### config.mk
export PLATFORM = sky130hd
export DESIGN_NAME = pps_apdo_cap_validator
export DESIGN_NICKNAME = d
export VERILOG_FILES = /design/src/sv/pav_pkg.sv /design/src/sv/pav_div.sv /design/src/sv/pps_apdo_cap_validator.sv
export SDC_FILE = /design/constraint.sdc
export NUM_CORES = 1
export LEC_CHECK = 0
export BUFFER_PORTS_ARGS = -buffer_cell sky130_fd_sc_hd__buf_2
export CAP_MARGIN = 25
export CORE_MARGIN = 5
export CORE_UTILIZATION = 40
export DETAILED_ROUTE_END_ITERATION = 16
export GPL_TIMING_DRIVEN = 0
export HOLD_SLACK_MARGIN = 0.06
export PLACE_DENSITY = 0.63
export RECOVER_POWER = 100
export SYNTH_ARGS = -nofsm -noshare
export SYNTH_HDL_FRONTEND = slang
export SYNTH_SLANG_ARGS = --single-unit
### constraint.sdc
create_clock -name aclk -period 10.8 [get_ports aclk]
set_input_delay 2.16 -clock aclk [delete_from_list [all_inputs] [get_ports aclk]]
set_output_delay 2.16 -clock aclk [all_outputs]
set_load 0.05 [all_outputs]
### src/sv/pav_pkg.sv
// ----------------------------------------------------------------------------
// pav_pkg
// shared types and constants of the pps apdo capability validator
// ----------------------------------------------------------------------------
package pav_pkg;

    localparam int VOL_W  = 15;
    localparam int CUR_W  = 13;
    localparam int MODE_W = 3;
    localparam int QUOT_W = 14;
    localparam int PWR_W  = 25;

    localparam logic [PWR_W-1:0]  POWER_LIMIT_UW = 25'd30000000;
    localparam logic [QUOT_W-1:0] CUR_RESERVE_MA = 14'd400;
    localparam logic [6:0]        CUR_STEP_MA    = 7'd100;
    // floor(x / 100) = (x * 41944) >> 22 for x below 2^14
    localparam logic [15:0]       STEP_RECIP     = 16'd41944;
    localparam int                STEP_SHIFT     = 22;

    localparam logic [VOL_W-1:0] GREY_VOL_MV   = 15'd10000;
    localparam logic [CUR_W-1:0] GREY_CUR_MA   = 13'd2000;
    localparam logic [VOL_W-1:0] VOL_LIMIT_SC4 = 15'd30000;
    localparam logic [VOL_W-1:0] VOL_LIMIT_SC2 = 15'd15000;
    localparam logic [VOL_W-1:0] VOL_FLOOR_MV  = 15'd3000;
    localparam logic [VOL_W-1:0] LVC_MAX_MV    = 15'd5500;
    localparam logic [VOL_W-1:0] LVC_MIN_MV    = 15'd3400;
    localparam logic [VOL_W-1:0] SC_MAX_MV     = 15'd11000;
    localparam logic [VOL_W-1:0] SC_MIN_MV     = 15'd5500;
    localparam logic [VOL_W-1:0] SC4_MAX_MV    = 15'd21000;
    localparam logic [VOL_W-1:0] SC4_MIN_MV    = 15'd11000;

    localparam logic REG_SC4_SUPPORTED = 1'b0;
    localparam logic REG_GREY_LIMIT    = 1'b1;

    typedef struct packed {
        logic             start;
        logic [VOL_W-1:0] divisor;
    } div_req_t;

    typedef struct packed {
        logic              busy;
        logic              done;
        logic [QUOT_W-1:0] quot;
    } div_rsp_t;

endpackage

### src/sv/pav_div.sv
// ----------------------------------------------------------------------------
// pav_div
// restoring divider, one quotient bit per cycle, fixed 30 W dividend
// ----------------------------------------------------------------------------
module pav_div (
    input  logic              aclk,
    input  logic              aresetn,
    input  pav_pkg::div_req_t req,
    output pav_pkg::div_rsp_t rsp
);

    localparam int CNT_W = $clog2(pav_pkg::QUOT_W);

    logic                        busy_reg, busy_next;
    logic                        done_reg, done_next;
    logic [CNT_W-1:0]            cnt_reg, cnt_next;
    logic [pav_pkg::VOL_W-1:0]   rem_reg, rem_next;
    logic [pav_pkg::QUOT_W-1:0]  quot_reg, quot_next;
    logic [pav_pkg::VOL_W-1:0]   div_reg, div_next;
    logic [pav_pkg::VOL_W:0]     shifted;
    logic [pav_pkg::VOL_W:0]     diff;

    assign shifted = {rem_reg, quot_reg[pav_pkg::QUOT_W-1]};
    assign diff    = shifted - {1'b0, div_reg};

    always_comb begin
        busy_next = busy_reg;
        done_next = 1'b0;
        cnt_next  = cnt_reg;
        rem_next  = rem_reg;
        quot_next = quot_reg;
        div_next  = div_reg;
        if (req.start) begin
            busy_next = 1'b1;
            cnt_next  = '0;
            div_next  = req.divisor;
            // upper dividend bits already sit below any divisor of 3000 or more
            rem_next  = pav_pkg::VOL_W'(pav_pkg::POWER_LIMIT_UW[pav_pkg::PWR_W-1:pav_pkg::QUOT_W]);
            quot_next = pav_pkg::POWER_LIMIT_UW[pav_pkg::QUOT_W-1:0];
        end else if (busy_reg) begin
            if (shifted >= {1'b0, div_reg}) begin
                rem_next  = diff[pav_pkg::VOL_W-1:0];
                quot_next = {quot_reg[pav_pkg::QUOT_W-2:0], 1'b1};
            end else begin
                rem_next  = shifted[pav_pkg::VOL_W-1:0];
                quot_next = {quot_reg[pav_pkg::QUOT_W-2:0], 1'b0};
            end
            cnt_next = cnt_reg + 1'b1;
            if (cnt_reg == CNT_W'(pav_pkg::QUOT_W - 1)) begin
                busy_next = 1'b0;
                done_next = 1'b1;
                cnt_next  = '0;
            end
        end
    end

    always_ff @(posedge aclk) begin
        if (!aresetn) begin
            busy_reg <= 1'b0;
            done_reg <= 1'b0;
            cnt_reg  <= '0;
        end else begin
            busy_reg <= busy_next;
            done_reg <= done_next;
            cnt_reg  <= cnt_next;
        end
        rem_reg  <= rem_next;
        quot_reg <= quot_next;
        div_reg  <= div_next;
    end

    assign rsp.busy = busy_reg;
    assign rsp.done = done_reg;
    assign rsp.quot = quot_reg;

    a_start_busy: assert property (@(posedge aclk) disable iff (!aresetn)
        req.start |=> busy_reg)
        else $error("divider not busy after start");

    a_done_idle: assert property (@(posedge aclk) disable iff (!aresetn)
        done_reg |-> !busy_reg && cnt_reg == '0)
        else $error("divider done while still iterating");

endmodule

### src/sv/pps_apdo_cap_validator.sv
// ----------------------------------------------------------------------------
// pps_apdo_cap_validator
// checks and clamps one pps apdo capability per transfer, keeps set aggregates
// ----------------------------------------------------------------------------
//  channel   dir   ports                          payload
//  s_        in    s_tvalid s_tready s_tdata      vol_min, vol_max, cur
//                  s_tuser                        first_of_set
//  m_        out   m_tvalid m_tready m_tdata      outputs and set aggregates
//                  m_tuser                        cap_ok
//  cfg_      in    cfg_wr_en cfg_addr cfg_wr_data sc4_supported, grey_limit
//
//  invalid capabilities and sc4 support get no power cap; otherwise the current is
//  capped via the 14-step restoring divider. synchronous active-low reset clears
//  the sequencer, aggregates, output valid and grey_limit, and sets sc4_supported.
//  one capability at a time; the next is taken while a result waits in the output
//  register, and a stalled m_ side holds the sequencer before update.
// ----------------------------------------------------------------------------
module pps_apdo_cap_validator (
    input  logic        aclk,
    input  logic        aresetn,
    input  logic        s_tvalid,
    output logic        s_tready,
    input  logic [47:0] s_tdata,   // cap_vol_min, cap_vol_max, cap_cur_ma, zero fill
    input  logic [0:0]  s_tuser,   // first_of_set
    output logic        m_tvalid,
    input  logic        m_tready,
    output logic [95:0] m_tdata,   // out_vol_min, out_vol_max, out_cur, cap_modes,
                                   // set_vol_max, set_vol_min, set_cur_max,
                                   // set_modes, zero fill
    output logic [0:0]  m_tuser,   // cap_ok
    input  logic        cfg_wr_en,
    input  logic        cfg_addr,
    input  logic        cfg_wr_data
);

    localparam int VW = pav_pkg::VOL_W;
    localparam int CW = pav_pkg::CUR_W;
    localparam int MW = pav_pkg::MODE_W;
    localparam int QW = pav_pkg::QUOT_W;

    typedef enum logic [5:0] {
        ST_IDLE  = 6'b000001,
        ST_CHECK = 6'b000010,
        ST_DIV   = 6'b000100,
        ST_CAP1  = 6'b001000,
        ST_CAP2  = 6'b010000,
        ST_AGG   = 6'b100000
    } state_t;

    state_t state_reg, state_next;

    logic          sc4_reg, grey_reg;
    logic [VW-1:0] vmin_reg, vmax_reg, limit_reg;
    logic [CW-1:0] cur_reg;
    logic          ok_reg;
    logic          first_reg;
    logic [6:0]    steps_reg;

    logic [VW-1:0] agg_vmax_reg, agg_vmin_reg;
    logic [CW-1:0] agg_cur_reg;
    logic [MW-1:0] agg_modes_reg;
    logic [VW-1:0] agg_vmax_next, agg_vmin_next;
    logic [CW-1:0] agg_cur_next;
    logic [MW-1:0] agg_modes_next;

    logic          mvalid_reg;
    logic [95:0]   mdata_reg;
    logic          mok_reg;

    logic [VW-1:0] in_vmin, in_vmax, vmax_clamp, cap;
    logic [CW-1:0] in_cur;
    logic          ok_comb, accept, out_free;
    logic [QW-1:0] tsum;
    logic [29:0]   prod;
    logic [MW-1:0] modes;

    pav_pkg::div_req_t div_req;
    pav_pkg::div_rsp_t div_rsp;

    pav_div u_div (
        .aclk    (aclk),
        .aresetn (aresetn),
        .req     (div_req),
        .rsp     (div_rsp)
    );

    assign in_vmin  = s_tdata[14:0];
    assign in_vmax  = s_tdata[29:15];
    assign in_cur   = s_tdata[42:30];
    assign s_tready = (state_reg == ST_IDLE);
    assign accept   = s_tvalid && s_tready;
    assign out_free = !mvalid_reg || m_tready;

    assign ok_comb = (cur_reg != '0) && (vmax_reg != '0) && (vmin_reg != '0)
                  && (vmax_reg >= pav_pkg::VOL_FLOOR_MV) && (vmax_reg >= vmin_reg)
                  && (vmin_reg < limit_reg);
    assign vmax_clamp = (vmax_reg > limit_reg) ? limit_reg : vmax_reg;

    assign div_req.start   = (state_reg == ST_CHECK) && ok_comb && !sc4_reg;
    assign div_req.divisor = vmax_clamp;

    assign tsum = div_rsp.quot + pav_pkg::CUR_RESERVE_MA;
    assign prod = tsum * pav_pkg::STEP_RECIP;
    assign cap  = VW'(steps_reg * pav_pkg::CUR_STEP_MA);

    always_comb begin
        modes = '0;
        if (vmax_reg >= pav_pkg::LVC_MAX_MV && vmin_reg <= pav_pkg::LVC_MIN_MV) begin
            modes[0] = 1'b1;
        end
        if (vmax_reg >= pav_pkg::SC_MAX_MV && vmin_reg <= pav_pkg::SC_MIN_MV) begin
            modes[1] = 1'b1;
        end
        if (sc4_reg && vmax_reg >= pav_pkg::SC4_MAX_MV && vmin_reg <= pav_pkg::SC4_MIN_MV) begin
            modes[2] = 1'b1;
        end
        if (!ok_reg) begin
            modes = '0;
        end
    end

    // a new set starts from zero, then the valid capability is folded in
    always_comb begin
        agg_vmax_next  = first_reg ? '0 : agg_vmax_reg;
        agg_vmin_next  = first_reg ? '0 : agg_vmin_reg;
        agg_cur_next   = first_reg ? '0 : agg_cur_reg;
        agg_modes_next = first_reg ? '0 : agg_modes_reg;
        if (ok_reg) begin
            if (vmax_reg > agg_vmax_next) begin
                agg_vmax_next = vmax_reg;
            end
            if (agg_vmin_next == '0 || vmin_reg < agg_vmin_next) begin
                agg_vmin_next = vmin_reg;
            end
            if (cur_reg > agg_cur_next) begin
                agg_cur_next = cur_reg;
            end
            agg_modes_next = agg_modes_next | modes;
        end
    end

    always_comb begin
        state_next = state_reg;
        unique case (state_reg)
            ST_IDLE: begin
                if (accept) begin
                    state_next = ST_CHECK;
                end
            end
            ST_CHECK: begin
                state_next = div_req.start ? ST_DIV : ST_AGG;
            end
            ST_DIV: begin
                if (div_rsp.done) begin
                    state_next = ST_CAP1;
                end
            end
            ST_CAP1: state_next = ST_CAP2;
            ST_CAP2: state_next = ST_AGG;
            ST_AGG: begin
                if (out_free) begin
                    state_next = ST_IDLE;
                end
            end
            default: state_next = ST_IDLE;
        endcase
    end

    always_ff @(posedge aclk) begin
        if (!aresetn) begin
            state_reg     <= ST_IDLE;
            sc4_reg       <= 1'b1;
            grey_reg      <= 1'b0;
            agg_vmax_reg  <= '0;
            agg_vmin_reg  <= '0;
            agg_cur_reg   <= '0;
            agg_modes_reg <= '0;
            mvalid_reg    <= 1'b0;
            ok_reg        <= 1'b0;
        end else begin
            state_reg <= state_next;
            if (cfg_wr_en) begin
                unique case (cfg_addr)
                    pav_pkg::REG_SC4_SUPPORTED: sc4_reg  <= cfg_wr_data;
                    pav_pkg::REG_GREY_LIMIT:    grey_reg <= cfg_wr_data;
                    default: ;
                endcase
            end
            if (state_reg == ST_CHECK) begin
                ok_reg <= ok_comb;
            end
            if (state_reg == ST_AGG && out_free) begin
                mvalid_reg    <= 1'b1;
                agg_vmax_reg  <= agg_vmax_next;
                agg_vmin_reg  <= agg_vmin_next;
                agg_cur_reg   <= agg_cur_next;
                agg_modes_reg <= agg_modes_next;
            end else if (m_tready) begin
                mvalid_reg <= 1'b0;
            end
        end

        if (accept) begin
            first_reg <= s_tuser[0];
            vmin_reg  <= in_vmin;
            vmax_reg  <= in_vmax;
            cur_reg   <= (grey_reg && in_cur > pav_pkg::GREY_CUR_MA) ? pav_pkg::GREY_CUR_MA
                                                                       : in_cur;
            if (grey_reg) begin
                limit_reg <= pav_pkg::GREY_VOL_MV;
            end else begin
                limit_reg <= sc4_reg ? pav_pkg::VOL_LIMIT_SC4 : pav_pkg::VOL_LIMIT_SC2;
            end
        end
        if (state_reg == ST_CHECK) begin
            vmax_reg <= vmax_clamp;
        end
        if (state_reg == ST_CAP1) begin
            steps_reg <= prod[pav_pkg::STEP_SHIFT+6:pav_pkg::STEP_SHIFT];
        end
        if (state_reg == ST_CAP2 && {2'b00, cur_reg} > cap) begin
            cur_reg <= cap[CW-1:0];
        end
        if (state_reg == ST_AGG && out_free) begin
            mok_reg <= ok_reg;
            mdata_reg[14:0]  <= ok_reg ? vmin_reg : '0;
            mdata_reg[29:15] <= ok_reg ? vmax_reg : '0;
            mdata_reg[42:30] <= ok_reg ? cur_reg : '0;
            mdata_reg[45:43] <= modes;
            mdata_reg[91:46] <= {agg_modes_next, agg_cur_next, agg_vmin_next, agg_vmax_next};
            mdata_reg[95:92] <= '0;
        end
    end

    // aggregates go out as they stand after the update
    assign m_tvalid   = mvalid_reg;
    assign m_tuser[0] = mok_reg;
    assign m_tdata    = mdata_reg;

    a_agg_order: assert property (@(posedge aclk) disable iff (!aresetn)
        agg_vmax_reg >= agg_vmin_reg)
        else $error("set maximum voltage below set minimum");

    a_div_owner: assert property (@(posedge aclk) disable iff (!aresetn)
        div_rsp.busy || div_rsp.done |-> state_reg == ST_DIV)
        else $error("divider running outside its state");

    a_bad_zero: assert property (@(posedge aclk) disable iff (!aresetn)
        $rose(mvalid_reg) && !mok_reg |-> mdata_reg[45:0] == '0)
        else $error("invalid capability not zeroed");

endmodule
# [Word-level counts from Yosys, hierarchy flattened]
# Index checks and enable logic that the tools add are counted.
[classes] n_addsub=3 multipliers=2 n_lt_le_gt_ge=16 n_eq_ne=10 n_mux=36 bitwise_logic=4 n_reduce_logical=31
[op_table] operator="$mux W15" count=11
[op_table] operator="$mux W13" count=6
[op_table] operator="$pmux W6 S6" count=1
[op_table] operator="$gt A15 B15 Y1" count=2
[op_table] operator="$lt A15 B15 Y1" count=2
[op_table] operator="$reduce_bool A15 Y1" count=2
[op_table] operator="$mul A14 B13 Y26 const B" count=1
[op_table] operator="$mux W6" count=4
[op_table] operator="$ge A16 B15 Y1" count=1
[op_table] operator="$ge A15 B12 Y1 const B" count=1
[op_table] operator="$ge A15 B13 Y1 const B" count=1
[op_table] operator="$ge A15 B14 Y1 const B" count=1
[op_table] operator="$ge A15 B15 Y1" count=1
[op_table] operator="$ge A15 B15 Y1 const B" count=1
[op_table] operator="$le A15 B12 Y1 const B" count=1
[op_table] operator="$le A15 B13 Y1 const B" count=1
[op_table] operator="$le A15 B14 Y1 const B" count=1
[op_table] operator="$logic_and A1 B1 Y1" count=15
[op_table] operator="$logic_not A15 Y1" count=1
[op_table] operator="$sub A15 B15 Y15" count=1
[op_table] operator="$add A14 B9 Y14 const B" count=1
[op_table] operator="$gt A13 B14 Y1" count=1
[op_table] operator="$gt A13 B11 Y1 const B" count=1
[op_table] operator="$gt A13 B13 Y1" count=1
[op_table] operator="other kinds (24)" count=43
[word_totals] register_bits=265 in_bits=56 output_inout_bits=99

# [Logic depth before layout (Yosys ltp)]
# Gate-level depths: netlist of the first run.
[logic_depth] ltp_word=10 depth_mapped=24 mapped_depth_nobuf=23

# [Cells and area by module]
# A second synthesis of the first run with hierarchy kept.
[hier_totals] hier_cells=1759 hier_area_um2=17705.7
[by_module_without_submodules] module="pps_apdo_cap_validator" instances=1 cells_per_inst=1436 area_per_inst_um2=14734.1
[by_module_without_submodules] module="pav_div" instances=1 cells_per_inst=323 area_per_inst_um2=2971.6

# [Least setup slack after synthesis of the first run]
# Ideal clock, no wire load.
[synth_path] kind="input to register" startpoint="input port m_tready" endpoint="register agg_vmin_reg[10]" setup_ps=313 arrival_time_ps=5569 t_required_ps=10487 path_slack_ps=4919 cell_stages=6 n_path_buf=2 path_cell_list="nand2b_1 nand2b_1 inv_1 buf_2 clkbuf_1 a311oi_1"
[synth_via] elab_chain_cells=2
[synth_lines] element="start: declaration" line_no="pps_apdo_cap_validator.sv:26" rtl="input logic m_tready,"
[synth_lines] element="$logic_or A1 B1 Y1" line_no="pps_apdo_cap_validator.sv:92" rtl="assign out_free = !mvalid_reg || m_tready;"
[synth_lines] element="$logic_and A1 B1 Y1" line_no="pps_apdo_cap_validator.sv:192" rtl="if (state_reg == ST_AGG && out_free) begin"
[synth_lines] element="end signal: assignment" line_no="pps_apdo_cap_validator.sv:195" rtl="agg_vmin_reg <= agg_vmin_next;"
[synth_lines] element="end: declaration" line_no="pps_apdo_cap_validator.sv:59" rtl="logic [VW-1:0] agg_vmax_reg, agg_vmin_reg;"
# Every way passes these cells.
# A chain may end at the register's enable or synchronous reset.

# [Worst setup path in the final report of the first run]
[layout_path] startpoint="input port m_tready" endpoint="register agg_vmin_reg[13]"
# The elaborated chain is that of the path after synthesis.

==> run_results.csv, run 1 <==
group,metric,value,unit
global_route,grt_pass1_wl,74.1,mm
timing,finalCritPeriodShare,67.9,%
place,io_buffer_count,145,
job,max-cap-violations,3,
yosys,synth-seq-area-share,38.3,%
finish,nets,2274,
outcome,violations,"capacitance limit, slew limit",
routing,vias,13608,
clocking,ctsResizeCount,0,
floorplan,start_util,40.6,%
clocking,numCtsBuffers,27,
worst_setup_path,end_kind,"register",
global_route,grt_usage,19.2,%
global_route,antenna_found_initial,0,
timing,tns,0,ns
timing,rsz0062_at_grt,"false",
timing,fmax,136,MHz
timing,maxSlewHeadroom,-126,%
outcome,status,"finished with violations",
worst_hold_path,hp-class,"register to register",
pwr,cellPowerDensity,199,mW/mm²
yosys,synthFlopType,"edfxtp_1",
routing,firstDrtPassIters,5,
yosys,synth_edf_count,162,
timing,setup_viol,0,
yosys,netlist_instances,1760,
place,hpwl,36.5,mm
finish,drive_above_1_share,6.28,%
yosys,syn_area_per_cell,9.99,µm²
routing,drt_first_iter_violations,879,
place,gp_congestion,0.942,
worst_setup_path,crit_arrival,7.63,ns
pwr,leakagePower,8.40,nW
clocking,post_cts_buffers,0,
timing,timing.hold.ws,0.459,ns
global_route,grt_max_degree,57,
timing,tightestPinTransition,3.30,ns
floorplan,die_height,220,µm
worst_setup_path,cp_data_required_time,11.10,ns
global_route,grt_pass1_vias,13637,
finish,largest_register_ffs,92,
yosys,synth_area_leaders,"edfxtp_1 (28%), ha_1 (16%), dfxtp_1 (11%), fa_1 (6.8%), inv_1 (4.7%)",
clocking,cts.reportedPaths.clkPinSlew,0.06,ns
yosys,yosys.area.top_type,"edfxtp_1",
yosys,synthDistinctLibCells,83,
finish,area_delta_synth_final,12.5,%
worst_setup_path,worstPathMaxFanout,56,
floorplan,dieArea,0.0483,mm²
clocking,holdBufCountCts,0,
floorplan,core_area,0.0433,mm²
yosys,ys_warn_count,0,
floorplan,io-pin-count,155,
routing,via_per_inst,5.35,
worst_setup_path,start_kind,"input pin",
routing,drt-total-wl,47.4,mm
clocking,htreeDepth,1,
routing,ant_nets,0,
clocking,clockBufferDepth,3,
finish,fill_cells,4083,
timing,report.final.hold_viol_count,0,
finish,antennaDiodeCount,0,
floorplan,die_w,220,µm
global_route,grt_overflow,0,
timing,fin_crit,7.34,ns
clocking,clk-insertion-delay-late,0.56,ns
clocking,cts.sinks,255,
timing,slew_viol_final,115,
clocking,tritoncts,"yes",
routing,wl_per_cell,18.6,µm
yosys,synth_area,0.0176,mm²
worst_setup_path,criticalPathCategory,"input pin to register",
floorplan,rows,76,
yosys,synthArstFlopShare,0,%
yosys,synth_seq_cells,255,
routing,drcViolationCount,0,
yosys,netlist.area_leader.share,27.7,%
timing,clock_skew,0.0175,ns
pwr,irDropWorstVdd,0.283,mV
clocking,root_buffer,"clkbuf_16",
## worst max-delay path, stage by stage
cell and delay (ns):
clkbuf_1 0.15, nand2b_1 0.16, nand2b_1 0.12, inv_1 0.14, clkbuf_1 0.50, clkbuf_1 2.00
clkbuf_1 2.13, a311oi_1 0.24
## cells in the mapped netlist (all sizes together) (18+ instances only)
master and number:
a21oi 55, mux2i 38, and2 53, a311oi 20, nand3 19, inv 221, ha 219, nand4 21
fa 60, nor2b 24, a211oi 29, nand2 145, nor2 110, clkbuf 52, mux2 28, a21o 28
o21ai 82, buf 18, nand2b 20, edfxtp 162, xnor2 28, nor3 46, dfxtp 93
## area by class of cell
type | instances | area, µm² | share of cell area (%)
multi-input combinational | 1217 | 9710 | 49.1
buffer | 70 | 283 | 1.43
inverter | 221 | 830 | 4.19
sequential | 255 | 6730 | 34.0
clock buffer | 35 | 756 | 3.82
timing repair buffer | 147 | 603 | 3.05
tap | 585 | 732 | 3.70
clock inverter | 15 | 143 | 0.721
## stage by stage
step	instances	total power, W	util [%]	area [µm²]	setup slack (ns)
floorplan	1763	0.00257	-	17600	4.92
CTS	2544	0.00398	46.2	20000	4.24
global route	2545	0.00430	45.7	19800	2.90
global placement	2493	0.00299	44.0	19100	3.35
detailed placement	2494	0.00301	44.1	19100	4.29
finish	2545	0.00394	45.7	19800	3.46
## routing by layer
metal	vias up	track usage, %	wire length, µm
met5	-	0	0
li1	6573	-	-
met1	6564	25.0	20800
met4	0	6.66	1490
met2	387	32.9	22500
met3	84	2.87	2700
## path summary, 6_finish.rpt
| path | slack [ns] | cells after the start | endpoint | startpoint |
|---|---|---|---|---|
| setup / recovery | 3.46 | 8 | agg_vmin_reg[13] | m_tready |
| hold / removal | 0.46 | 2 | agg_modes_reg[0] | agg_modes_reg[0] |
| setup reg to reg | 4.27 | 23 | steps_reg[6] | u_div.quot_reg[4] |
| hold reg to reg | 0.46 | 2 | agg_modes_reg[0] | agg_modes_reg[0] |
## power by group
part | switching [W] | internal [W]
logic | 0.00103 | 0.000746
registers | 0.000104 | 0.00113
clock network | 0.000400 | 0.000542
total | 0.00153 | 0.00241
## cells in the final DEF, fill, tap and decap left out, types with 19 or more instances in the layout
| cell | Yosys | final |
|---|---|---|
| buf_2 | 9 | 45 |
| nor2_1 | 109 | 109 |
| nand2_1 | 145 | 145 |
| and2_0 | 1 | 40 |
| inv_1 | 221 | 221 |
| dfxtp_1 | 93 | 93 |
| a311oi_1 | 20 | 20 |
| edfxtp_1 | 162 | 162 |
| mux2i_1 | 38 | 38 |
| mux2_2 | 28 | 19 |
| nand2b_1 | 20 | 20 |
| clkbuf_16 | 0 | 27 |
| a21oi_1 | 55 | 55 |
| ha_1 | 219 | 219 |
| o21ai_0 | 81 | 82 |
| nor3_1 | 46 | 46 |
| clkbuf_1 | 52 | 168 |
| xnor2_1 | 28 | 28 |
| fa_1 | 60 | 60 |
| a21o_1 | 28 | 28 |
| a211oi_1 | 29 | 29 |
| nand4_1 | 21 | 21 |
| nor2b_1 | 24 | 24 |
## cell families after synthesis
logic type / after synthesis / synth area share [%]
and+or+nand+nor: 491 / 13.8
DFF: 255 / 38.3
adders and majority gates: 279 / 22.4
other: 1 / 0.0213
muxes: 66 / 3.96
xor gates and xnor gates: 44 / 2.19
AOI/OAI and AO/OA: 333 / 13.0
buffers and inverters: 291 / 6.43
No activity file was read; power rests on OpenSTA's default activity.
==> run 2, diff against run 1 <==
- clock period: 10.8 -> 6.8 ns (I/O delays scaled with it)
==> run_results.csv, run 2 (synthesis gave the netlist of run 1 again) <==
group,metric,value,unit
outcome,status,"finished with violations",
outcome,violations,"capacitance limit, slew limit",
routing,ant_nets,0,
floorplan,core_area,0.0433,mm²
finish,largest_register_ffs,92,
routing,wl_met1,20.7,mm
routing,top_layer_used,"met4",
global_route,grt_pass1_wl,74.1,mm
timing,tns,0,ns
timing,slew_viol_final,58,
clocking,numCtsBuffers,27,
timing,finalCritPeriodShare,92.7,%
global_route,grt_pass1_vias,13637,
floorplan,io-pin-count,155,
finish,fill_cells,4078,
timing,setup_viol,0,
finish,layout.cells.most_common,"inv_1",
finish,fin_area,0.0198,mm²
floorplan,dieArea,0.0483,mm²
pwr,leakagePower,8.43,nW
routing,wl_met2,22.4,mm
place,hpwl,36.5,mm
routing,vias,13613,
worst_setup_path,criticalPathCategory,"register to register",
floorplan,die_height,220,µm
worst_setup_path,cp_data_required_time,7.11,ns
routing,dr_wl_met3,2.79,mm
worst_setup_path,crit_arrival,6.61,ns
clocking,holdBufCountCts,0,
finish,antennaDiodeCount,0,
worst_setup_path,worstPathMaxFanout,7,
timing,fin_crit,6.31,ns
global_route,antenna_found_initial,0,
worst_setup_path,start_kind,"register",
global_route,grt_usage,19.2,%
routing,drt-total-wl,47.4,mm
finish,nets,2274,
pwr,cellPowerDensity,316,mW/mm²
clocking,clockBufferDepth,3,
finish,utilization,45.8,%
routing,wl_per_cell,18.6,µm
worst_setup_path,ff2ff_setup_slack,0.49,ns
timing,maxSlewHeadroom,-132,%
routing,firstDrtPassIters,5,
timing,report.final.hold_viol_count,0,
pwr,irDropWorstVdd,0.449,mV
place,io_buffer_count,145,
global_route,grt_overflow,0,
place,gp_congestion,0.942,
floorplan,die_w,220,µm
finish,drive_above_1_share,6.68,%
routing,drt_first_iter_violations,899,
clocking,cts.sinks,255,
global_route,grt_max_degree,57,
worst_hold_path,hp-class,"register to register",
timing,tightestPinTransition,3.39,ns
timing,fmax,159,MHz
clocking,cts.reportedPaths.clkPinSlew,0.06,ns
finish,layout.area.seq,0.00673,mm²
finish,final_cell_mix,"inv_1 (221), ha_1 (219), clkbuf_1 (165), edfxtp_1 (162), nand2_1 (145)",
clocking,htreeDepth,1,
floorplan,rows,76,
routing,drcViolationCount,0,
place,place_area,0.0191,mm²
pwr,p_total,0.00627,W
floorplan,start_util,40.6,%
worst_setup_path,end_kind,"register",
clocking,clk-insertion-delay-late,0.56,ns
finish,area_delta_synth_final,12.8,%
timing,rsz0062_at_grt,"false",
timing,clock_skew,0.0147,ns
finish,multi_input_area,0.00976,mm²
routing,via_per_inst,5.35,
job,max-cap-violations,2,
clocking,root_buffer,"clkbuf_16",
clocking,tritoncts,"yes",
## run 2: cell count changes in the layout (fill, tap and decap cells not counted)
cell      delta
xnor2_1      -3
xnor2_2      +3
xor2_2       +1
xor2_4       +1
buf_2        +1
xor2_1       -2
clkbuf_1     -3
clkbuf_2     +2
## run 2: cell type report
type / count / share of cell area [%]
buffer: 70 / 1.43
clock buffer: 35 / 3.81
clock inverter: 15 / 0.719
inverter: 221 / 4.18
multi-input combinational: 1217 / 49.2
sequential: 255 / 33.9
tap: 585 / 3.69
timing repair buffer: 147 / 3.05
## run 2: final timing paths
| check | start | to | depth (start not counted) |
|---|---|---|---|
| worst max-delay path | u_div.quot_reg[4] | steps_reg[6] | 23 |
| worst min-delay path | agg_modes_reg[0] | agg_modes_reg[0] | 2 |
| worst max register to register | u_div.quot_reg[4] | steps_reg[6] | 23 |
| worst min register to register | agg_modes_reg[0] | agg_modes_reg[0] | 2 |
## run 2: report_power, final
part	switching [W]	total (W)	internal, W
sequential	0.000164	0.00195	0.00179
combinational	0.00163	0.00282	0.00119
clock	0.000638	0.00150	0.000862
## run 2: timing repair
item,4_1_cts,5_1_grt
buffers inserted,0,0
endpoints found under the setup margin,0,3
gates resized for setup,0,6
## run 2: metal layers
metal | track usage, % | up-vias
met1 | 25.0 | 6570
met3 | 2.87 | 89
met4 | 6.66 | 0
met2 | 32.9 | 380
met5 | 0 | -
li1 | - | 6574
## run 2: worst max-delay path, stage by stage, from the launching register on
cell	delay (ns)
dfxtp_1	0.40
ha_1	0.27
a21oi_1	0.29
nand2b_1	0.12
nand4_1	0.19
xor2_4	0.30
inv_1	0.17
ha_1	0.36
inv_1	0.07
fa_1	0.43
fa_1	0.50
inv_1	0.05
fa_1	0.48
inv_1	0.06
fa_1	0.53
inv_1	0.04
ha_1	0.32
a21oi_1	0.15
o21ai_0	0.11
a21oi_1	0.30
a21oi_1	0.15
or4_1	0.45
a31oi_1	0.21
xnor2_1	0.08
## run 2: metrics by stage
stage                     setup WS (ns)  cells  hold slack, ns
after floorplan                    1.07   1763           0.406
after CTS                         0.242   2544           0.457
final                             0.493   2545           0.459
after detailed placement          0.287   2494           0.449
after global routing             0.0800   2545           0.481
after global placement            0.153   2493           0.440
